**config.mk**
```make
export PLATFORM = sky130hd
export DESIGN_NAME = qrg_ctrl
export DESIGN_NICKNAME = d
export VERILOG_FILES = /design/src/hdl/qrg_pkg.sv /design/src/hdl/qrg_ctrl.sv
export SDC_FILE = /design/constraint.sdc
export NUM_CORES = 1
export LEC_CHECK = 0
export BUFFER_PORTS_ARGS = -buffer_cell sky130_fd_sc_hd__buf_2
export CORE_UTILIZATION = 30
export DETAILED_ROUTE_END_ITERATION = 10
export HOLD_SLACK_MARGIN = 0.05
export PLACE_DENSITY = 0.55
export SYNTH_ARGS = -nofsm -noshare
export SYNTH_HDL_FRONTEND = slang
export SYNTH_SLANG_ARGS = --single-unit
```
**constraint.sdc**
```tcl
create_clock -name clk_i -period 3.04 [get_ports clk_i]
set_input_delay 0 -clock clk_i [delete_from_list [all_inputs] [get_ports clk_i]]
set_output_delay 0 -clock clk_i [all_outputs]
set_load 0.005 [all_outputs]
```
**src/hdl/qrg_pkg.sv**
```systemverilog
// Package with shared types and codes of the gate selector.
`default_nettype none
package qrg_pkg;
  localparam int DEST_COUNT = 16;
  localparam int MAX_GATES = 8;

  localparam logic [1:0] ActData = 2'd0;
  localparam logic [1:0] ActResp = 2'd1;
  localparam logic [1:0] KindNone = 2'd0;
  localparam logic [1:0] KindExplore = 2'd1;
  localparam logic [1:0] KindRandom = 2'd2;
  localparam logic [1:0] KindGreedy = 2'd3;
  localparam logic [1:0] RegRate = 2'd0;
  localparam logic [1:0] RegEps = 2'd1;
  localparam logic [1:0] RegInitQ = 2'd2;
  localparam logic [1:0] RegGates = 2'd3;

  typedef enum logic [3:0] {
    StIdle, StSearch, StQRead, StMul, StLearn, StShift, StGateScan, StFinish, StOut
  } state_e;

  typedef struct packed {
    logic start;
    logic search;
    logic q_read;
    logic mul;
    logic learn;
    logic shift;
    logic scan;
    logic finish;
    logic out_load;
  } ctrl_t;

  typedef struct packed {
    logic search_done;
    logic found;
    logic shift_done;
    logic scan_done;
    logic is_resp;
  } stat_t;
endpackage
`default_nettype wire

```
**src/hdl/qrg_ctrl.sv**
```systemverilog
// Controller state machine of the gate selector.
`default_nettype none
module qrg_ctrl (
  input  wire logic           clk_i,
  input  wire logic           rst_ni,
  input  wire logic           in_fire_i,
  input  wire logic           out_free_i,
  input  wire qrg_pkg::stat_t stat_i,
  output qrg_pkg::ctrl_t      ctrl_o,
  output logic                busy_o
);
  import qrg_pkg::*;
  state_e state_q, state_d;

  always_ff @(posedge clk_i or negedge rst_ni) begin
    if (!rst_ni) begin
      state_q <= StIdle;
    end else begin
      state_q <= state_d;
    end
  end

  always_comb begin
    state_d = state_q;
    case (state_q)
      StIdle: if (in_fire_i) state_d = stat_i.is_resp ? StSearch : StGateScan;
      StSearch: begin
        if (stat_i.found) state_d = StQRead;
        else if (stat_i.search_done) state_d = StGateScan;
      end
      StQRead: state_d = StMul;
      StMul: state_d = StLearn;
      StLearn: state_d = StShift;
      StShift: if (stat_i.shift_done) state_d = StGateScan;
      StGateScan: if (stat_i.scan_done) state_d = StFinish;
      StFinish: state_d = StOut;
      StOut: if (out_free_i) state_d = StIdle;
      default: state_d = StIdle;
    endcase
  end

  always_comb begin
    ctrl_o = '0;
    ctrl_o.start = (state_q == StIdle) && in_fire_i;
    case (state_q)
      StSearch: ctrl_o.search = 1'b1;
      StQRead: ctrl_o.q_read = 1'b1;
      StMul: ctrl_o.mul = 1'b1;
      StLearn: ctrl_o.learn = 1'b1;
      StShift: ctrl_o.shift = 1'b1;
      StGateScan: ctrl_o.scan = 1'b1;
      StFinish: ctrl_o.finish = 1'b1;
      StOut: ctrl_o.out_load = out_free_i;
      default: ;
    endcase
    busy_o = (state_q != StIdle);
  end
endmodule
`default_nettype wire

```
==> results of run 1 <==
## where the power goes
part,total [mW],internal (mW),switching (mW)
registers,0.172,0.0803,0.0913
clock network,0.0686,0.0443,0.0243
logic,0.282,0.160,0.122
total,0.522,0.285,0.238
## worst max path at each step
stage / from / end / slack [ps] / cells past startpoint
detailed placement: state_q[2] / state_q[1] / 1640 / 3
global placement: state_q[3] / state_q[0] / 1630 / 3
global route: state_q[2] / ctrl_o[4] / 1480 / 3
finish: state_q[2] / ctrl_o[0] / 1590 / 3
CTS: state_q[2] / ctrl_o[0] / 1580 / 3
floorplan: state_q[1] / state_q[1] / 1760 / 4
## worst max-delay path, stage by stage, from the launching register on
cell and delay, ps:
dfrtp_1 640, and2b_2 280, and3_1 170, buf_2 120
## cells in the final DEF, fill, tap and decap left out, drive strengths merged, types with 2 or more instances in the layout
| cell | n |
|---|---|
| nand2b | 3 |
| buf | 18 |
| nor4 | 2 |
| and3 | 2 |
| a21oi | 2 |
| nor2 | 5 |
| dlygate4sd3 | 2 |
| nor3 | 4 |
| dfrtp | 4 |
| inv | 3 |
| nand2 | 3 |
| clkbuf | 3 |
## routing by layer
layer | vias up | share of wire [%] | track usage (%) | wire, um
met5 | - | 0 | 0 | 0
met4 | 0 | 2.6 | 18.97 | 24
met3 | 3 | 5.9 | 1.734 | 54
met2 | 21 | 44 | 20.83 | 407
met1 | 166 | 47 | 19.79 | 437
li1 | 203 | - | - | -
## area by class of cell
cell class / count / share of cell area [%]
multi-input cells: 35 / 49.76
repair buffers: 20 / 21.15
flip-flops and latches: 4 / 19.23
clock buffers: 3 / 4.327
well taps: 14 / 3.365
inverters: 3 / 2.163
## timing repair
action | CTS | global route
setup buffers | 0 | 0
hold buffers | 2 | 0
endpoints found under the hold margin | 5 | 0
## synthesized netlist by cell type
master and n:
inv_1 3, nor2b_1 1, o22ai_1 1, nor4b_4 1, and4bb_4 1, xnor2_1 1, nor4_2 2, nor3_1 4
buf_4 1, nor2_1 5, a21bo_1 1, a22o_1 1, and2b_2 1, buf_6 2, nand2_1 3, nand3b_1 1
buf_2 1, and3_1 2, o31ai_1 1, a41o_1 1, a21oi_1 2, a22oi_2 1, dfrtp_1 4, o21bai_1 1
nand2b_1 3, a311oi_1 1
## cells by family (layout without fill, tap and decap cells)
kind of cell           Yosys count  in the layout
AND/OR/NAND/NOR                 24             24
AO/OA/AOI/OAI                   10             10
buffers and inverters            7             26
flip-flops                       4              4
XOR/XNOR                         1              1
==> results.toml, run 1 <==
[run_status]
status = "finished, final reports clean"

[power_and_ir_drop]
power_density_nw_per_um2 = 1004
finalPower_uw = 522.3
power_leakage_nw = 0.2642
vdd_ir_drop_max_mv = 0.3286

[routing]
vias_per_cell = 4.975
vias = 393
ant_nets = 0
drc = 0
totalWireLength_um = 923
wl_per_cell_um = 11.68
detail_route.iter0.violations = 4
firstDrtPassIters = 4

[layout]
regArea_um2 = 100.1
finalInstanceArea_um2 = 520.5
layout.nets = 76
largest_reg_flops = 4
drive_above_1_share_pct = 41.54
n_antenna_cell = 0
reg.largest.list = "state_q: 4 flops"
fill_cells = 129
multi_input_area_um2 = 259.0
syn_to_final_growth_pct = 28.39
final_util_pct = 43.88
regMostFlops = "state_q"
stdcell_count = 79

[synthesis]
ys_warn_count = 0
muxShareOfSynthArea_pct = 0
postSynthCellCount = 46
synth_adder_area_share_pct = 0
synth_top_family_by_area = "simple AND/OR/NAND/NOR gates"
syn_area_um2 = 405.4
synth_compound_area_share_pct = 20.06
synth_top_area_share_pct = 24.69
synth_area_leaders = "dfrtp_1 25%, nor4_2 6.2%, nor4b_4 5.9%"
seq_area_frac_synth_pct = 24.69
synth_top_area_cell = "dfrtp_1"
postSynthAreaPerCell_um2 = 8.813
synth-xor-area-share_pct = 2.160
ys_ff_latch = 4
yosys.area_share.simple_pct = 41.67
synth_nets = 55
synth.distinct_cells = 26

[grt]
grt-ovfl-total = 0
grt.total_usage_pct = 15.77
grt_pass1_vias = 342
grt_first_pass_wirelength_um = 1518
grt_start_max_net_pins = 14
grt_antenna_before_repair = 0

[setup_path]
critPathKind = "flip-flop to output port"
r2r_end = "state_q[1]"
rr_startpoint = "state_q[2]"
reg2reg_depth = 3
required_ps = 3040
startpoint_type = "flip-flop"
crit_arrival_ps = 1450
path_max_fanout = 13
end_kind = "output port"
rrSetupSlack_ps = 1640

[floorplan]
start_util_pct = 34.18
fp.dieW_um = 38.76
io_pins = 19
core_area_um2 = 1186
num_rows = 12
die_area_um2 = 1502
dieHeight_um = 38.76

[placement]
gp_congestion = 0.7240
io_buffers = 18
dpl_cell_area_um2 = 478.0
place_ws_ps = 1639
dp.cells = 74
dp_hpwl_um = 682.6

[sta]
hold_slack_ps = 95.44
hold_viol_final = 0
fin_worst_skew_ps = 4.483
min_period_ps = 1451
fmaxAchievable_mhz = 689.1
layout_setup_ws_ps = 1589
worstMarginPinSlew_ps = 499.1
rsz0062_at_grt = "no"
setup-tns-final_ps = 0
finalCritPeriodShare_pct = 47.74
slew_viol_final = 0
finalSetupViolCount = 0
maxSlewHeadroom_pct = 66.73

[clock_network]
cts_root_buf = "clkbuf_4"
clk_pin_slew_worst_paths_ps = 40
htreeDepth = 1
cts_buffers = 3
cts-resized-gates = 0
cts_buffer_depth = 2
worstSkewPairLatency_ps = 240
tritoncts = "yes"
clock-sinks = 4

[flow_run]
cap_violations = 0

[min_path]
worstHoldPathType = "input pin to asynchronous set/reset pin"
Note: power is estimated with default switching activity, not from simulation.
==> inputs of run 2 (changes only) <==
- ABC_AREA: unset -> 1
- PLACE_DENSITY: 0.55 -> 0.57
- clock period: 3.04 -> 1.18 ns (I/O delays scaled with it)
==> run 2 against run 1 <==
  * The run now ends with setup timing left
  * Non-clock buffer count increased by 11
  * Cell area increased by 44%
  * Clock-buffer cell count unchanged
  * Largest cell class unchanged
==> results.toml, run 2 <==
[sta]
min_period_ps = 1213
worstMarginPinSlew_ps = 183.2
rsz0062_at_grt = "yes"
maxSlewHeadroom_pct = 87.70
slew_viol_final = 0
fin_worst_skew_ps = 2.443
hold_viol_final = 0
fmaxAchievable_mhz = 824.1
layout_setup_ws_ps = -33.48
finalSetupViolCount = 4
finalCritPeriodShare_pct = 102.8

[synthesis]
ys.flop_type = "dfrtp_1"
async_reset_ff_share_pct = 100.0
synth_edf_count = 0
synth_top_area_cell = "dfrtp_1"
synth_nets = 70
ys_warn_count = 0
syn_area_um2 = 411.6
seq_area_frac_synth_pct = 24.32
synthTopCellsByCount = "12 x nand2_1, 9 x inv_1, 6 x nor2_1"
ys_ff_latch = 4
postSynthCellCount = 61
synth_top_area_share_pct = 24.32
synth_area_leaders = "dfrtp_1 24%, nand2_1 11%, inv_1 8.2%"
synth.distinct_cells = 19
postSynthAreaPerCell_um2 = 6.748
synthMostInstantiatedCell = "nand2_1"

[power_and_ir_drop]
finalPower_mw = 2.078
vdd_ir_drop_max_mv = 1.188
power_density_nw_per_um2 = 2782
power_leakage_nw = 0.3980

[routing]
vias_per_cell = 4.750
vias = 513
detail_route.iter0.violations = 28
wl_per_cell_um = 10.40
totalWireLength_um = 1123
firstDrtPassIters = 4
drc = 0
ant_nets = 0

[layout]
final_cell_mix = "18 x buf_2, 10 x nand2_1, 7 x inv_1"
largest_reg_flops = 4
layout.nets = 105
multi_input_area_um2 = 349.1
fill_cells = 115
syn_to_final_growth_pct = 81.46
n_antenna_cell = 0
regMostFlops = "state_q"
regArea_um2 = 102.6
drive_above_1_share_pct = 63.83
final_common_cell = "buf_2"
reg.largest.list = "state_q: 4 flops"

[setup_path]
rr_startpoint = "state_q[0]"
reg2reg_depth = 7
end_kind = "output port"
required_ps = 1180
critPathKind = "flip-flop to output port"
rrSetupSlack_ps = -10
startpoint_type = "flip-flop"
path_max_fanout = 3
crit_arrival_ps = 1210
r2r_end = "state_q[2]"

[grt]
grt_start_max_net_pins = 8
grt-ovfl-total = 0
grt.total_usage_pct = 18.06
grt_first_pass_wirelength_um = 1842
grt_pass1_vias = 452
grt_antenna_before_repair = 0

[floorplan]
core_area_um2 = 1186
dieHeight_um = 39.04
num_rows = 12
io_pins = 19
fp.dieW_um = 39.04
die_area_um2 = 1524
start_util_pct = 34.70

[min_path]
worstHoldPathType = "input pin to asynchronous set/reset pin"

[clock_network]
clk_pin_slew_worst_paths_ps = 40
htreeDepth = 1
cts_buffer_depth = 2
worstSkewPairLatency_ps = 230
cts_buffers = 3
tritoncts = "yes"
clock-sinks = 4
cts_root_buf = "clkbuf_4"

[placement]
io_buffers = 18
place_ws_ps = -43.39
dp_hpwl_um = 799.6
gp_congestion = 0.8840

[run_status]
status = "finished, violations left"
failed_checks = "setup timing"

[flow_run]
cap_violations = 0
run 2: cell count changes after synthesis, moves of 3 or more:
cell and delta:
nand3_2 +3, nand2b_1 -3, inv_1 +6, nand2_1 +9, nor2_2 +4, nand3_1 +4
run 2: repair_timing:
item,in CTS,in global routing
hold buffers,2,0
gates resized for setup,13,15
buffers inserted,4,0
pin swaps,4,4
endpoints found under the hold margin,5,0
setup endpoints to repair,10,11
run 2: report_power, final:
group          switching (mW)  total [mW]  leakage, nW  internal, mW
clock network          0.0503       0.164       0.0138         0.113
registers               0.118       0.334       0.0475         0.216
logic                   0.827        1.58        0.337         0.753
total                   0.996        2.08        0.398          1.08
run 2: worst max path at each step:
stage / slack (ps) / end / cells past startpoint / from
final: -30 / ctrl_o[4] / 5 / state_q[0]
after global routing: -100 / ctrl_o[0] / 3 / state_q[2]
after CTS: -30 / ctrl_o[0] / 3 / state_q[2]
after detailed placement: -40 / state_q[2] / 6 / state_q[1]
after global placement: -50 / state_q[2] / 6 / state_q[3]
after floorplan: 30 / state_q[2] / 6 / state_q[3]
run 2: layer usage:
metal  up-vias  routed length [um]  track usage (%)
met5         -                   0                0
met4         0                   0            5.172
met3         0                  55            5.202
met2        21                 595            30.83
met1       232                 472            21.60
li1        260                   -                -
run 2: logic make-up (layout without fill, tap and decap cells):
group	count (synthesis)	after routing	share of synthesized area [%]
flip-flops	4	4	24.32
AO/OA/AOI/OAI	5	5	6.688
AND/OR/NAND/NOR	40	40	56.23
buffers and inverters	12	45	12.77
run 2: critical path: stages (launching register included):
cell and delay, ps:
dfrtp_2 440, nor2_4 170, inv_2 80, buf_6 120
nor2_4 60, buf_2 110
run 2: final cells by class:
type | count | area share (%)
multi-input combinational | 45 | 46.73
timing repair buffer | 31 | 28.31
sequential | 4 | 13.74
inverter | 11 | 5.863
clock buffer | 3 | 3.015
tap | 14 | 2.345
run 2: metrics by stage:
| step | setup TNS [ps] | cells | cell area (um^2) | utilization, % | hold slack (ps) |
|---|---|---|---|---|---|
| floorplan | 0 | 61 | 411.6 | - | -295.6 |
| global placement | -107.2 | 99 | 560.5 | 47.26 | -190.3 |
| detailed placement | -106.5 | 99 | 560.5 | 47.26 | -191.7 |
| CTS | -28.12 | 108 | 678.2 | 57.17 | 100.3 |
| global route | -623.8 | 108 | 747.0 | 62.97 | 113.9 |
| finish | -73.25 | 108 | 747.0 | 62.97 | 105.2 |
==> inputs of run 3 (changes only) <==
- ABC_AREA: 1 -> unset
- CAP_MARGIN: unset -> 15
==> run 3 against run 2 <==
  * The run still ends with setup timing left
  * Sequential cell count is the same
  * Combinational power grew 6%
  * Largest power group unchanged
  * Power grew 5.3%
==> results.toml, run 3 (synthesis results as in run 1) <==
[grt]
grt_first_pass_wirelength_um = 1897
grt_start_max_net_pins = 8
grt-ovfl-total = 0
grt_pass1_vias = 439
grt.total_usage_pct = 19.52
grt_antenna_before_repair = 0

[routing]
vias = 491
wl_per_cell_um = 12.17
totalWireLength_um = 1193
drc = 0
firstDrtPassIters = 4
ant_nets = 0
vias_per_cell = 5.010
detail_route.iter0.violations = 11

[setup_path]
required_ps = 1350
end_kind = "flip-flop"
critPathKind = "flip-flop to flip-flop"
crit_arrival_ps = 1480
startpoint_type = "flip-flop"
path_max_fanout = 5

[layout]
layout.nets = 94
syn_to_final_growth_pct = 85.19
n_antenna_cell = 0
final_common_cell = "buf_2"
fill_cells = 99
largest_reg_flops = 4
regMostFlops = "state_q"
final_cell_mix = "17 x buf_2, 10 x buf_4, 9 x buf_6"
reg.largest.list = "state_q: 4 flops"
finalInstanceArea_um2 = 750.7
final_util_pct = 63.29
drive_above_1_share_pct = 66.67

[clock_network]
clk_pin_slew_worst_paths_ps = 40
worstSkewPairLatency_ps = 240
htreeDepth = 1
tritoncts = "yes"
cts_buffers = 3
cts_buffer_depth = 2
clock-sinks = 4
cts_root_buf = "clkbuf_4"

[floorplan]
start_util_pct = 34.18
dieHeight_um = 38.76
num_rows = 12
io_pins = 19
core_area_um2 = 1186
die_area_um2 = 1502
fp.dieW_um = 38.76

[sta]
fmaxAchievable_mhz = 763.3
min_period_ps = 1310
rsz0062_at_grt = "yes"
hold_viol_final = 0
slew_viol_final = 0
fin_worst_skew_ps = 2.407
maxSlewHeadroom_pct = 80.79
worstMarginPinSlew_ps = 288.2
layout_setup_ws_ps = -130.2
finalSetupViolCount = 9
finalCritPeriodShare_pct = 111.0

[placement]
place_ws_ps = -115.4
dpl_cell_area_um2 = 555.5
dp_hpwl_um = 762.3
io_buffers = 18
gp_congestion = 0.7669

[power_and_ir_drop]
vdd_ir_drop_max_mv = 1.380
power_density_nw_per_um2 = 2913
power_leakage_nw = 0.3737

[run_status]
status = "finished, violations left"
failed_checks = "setup timing"

[flow_run]
cap_violations = 0

[min_path]
worstHoldPathType = "input pin to asynchronous set/reset pin"
## run 3: repair_timing
item | in CTS | in global routing
setup endpoints to repair | 14 | 11
gates resized for setup | 16 | 4
pin swaps | 2 | 2
cloned | 0 | 0
endpoints found under the hold margin | 5 | 0
hold buffers | 2 | 0
buffers inserted | 6 | 4
## run 3: where the power goes
part           switching [mW]  internal (mW)
clock network          0.0647          0.127
registers              0.0945          0.223
logic                   0.711          0.967
## run 3: metal layers
| layer | share of wire (%) | global-route usage [%] |
|---|---|---|
| met1 | 44 | 23.43 |
| met2 | 50 | 28.33 |
| met3 | 2.8 | 3.468 |
| met4 | 3.7 | 18.97 |
| met5 | 0 | 0 |
## run 3: path summary, 6_finish.rpt
check | slack [ps] | start | cells after the start | end
max in group asynchronous | 970 | rst_ni | 2 | state_q[1]
worst min register to register | 690 | state_q[3] | 2 | state_q[2]
worst max register to register | -130 | state_q[1] | 4 | state_q[1]
min in group clk_i | 160 | stat_i[1] | 3 | state_q[1]
worst min-delay path | 80 | rst_ni | 2 | state_q[0]
worst max-delay path | -130 | state_q[1] | 4 | state_q[1]
## run 3: critical path, cell delays in order, from the launching register on
cell,delay (ps)
dfrtp_2,420
buf_6,140
nor2b_1,130
a311oi_2,330
a41o_1,220
## run 3: area by class of cell
type,instances,area (um^2),share of cell area (%)
Tap cell,14,17.52,2.333
Timing Repair Buffer,38,281.5,37.50
Inverter,3,11.26,1.500
Multi-Input combinational cell,35,309.0,41.17
Clock buffer,4,26.28,3.500
Sequential cell,4,105.1,14.00
## run 3: per-stage QoR
stage | setup TNS, ps | hold slack (ps) | cells | power (mW)
final | -682.2 | 82.00 | 98 | 2.187
after global routing | -1187 | 86.30 | 98 | 2.342
after CTS | -637.1 | 81.69 | 94 | 2.008
after detailed placement | -322.5 | -191.9 | 83 | 1.432
after global placement | -343.0 | -190.5 | 83 | 1.437
after floorplan | -137.0 | -295.6 | 46 | 1.094
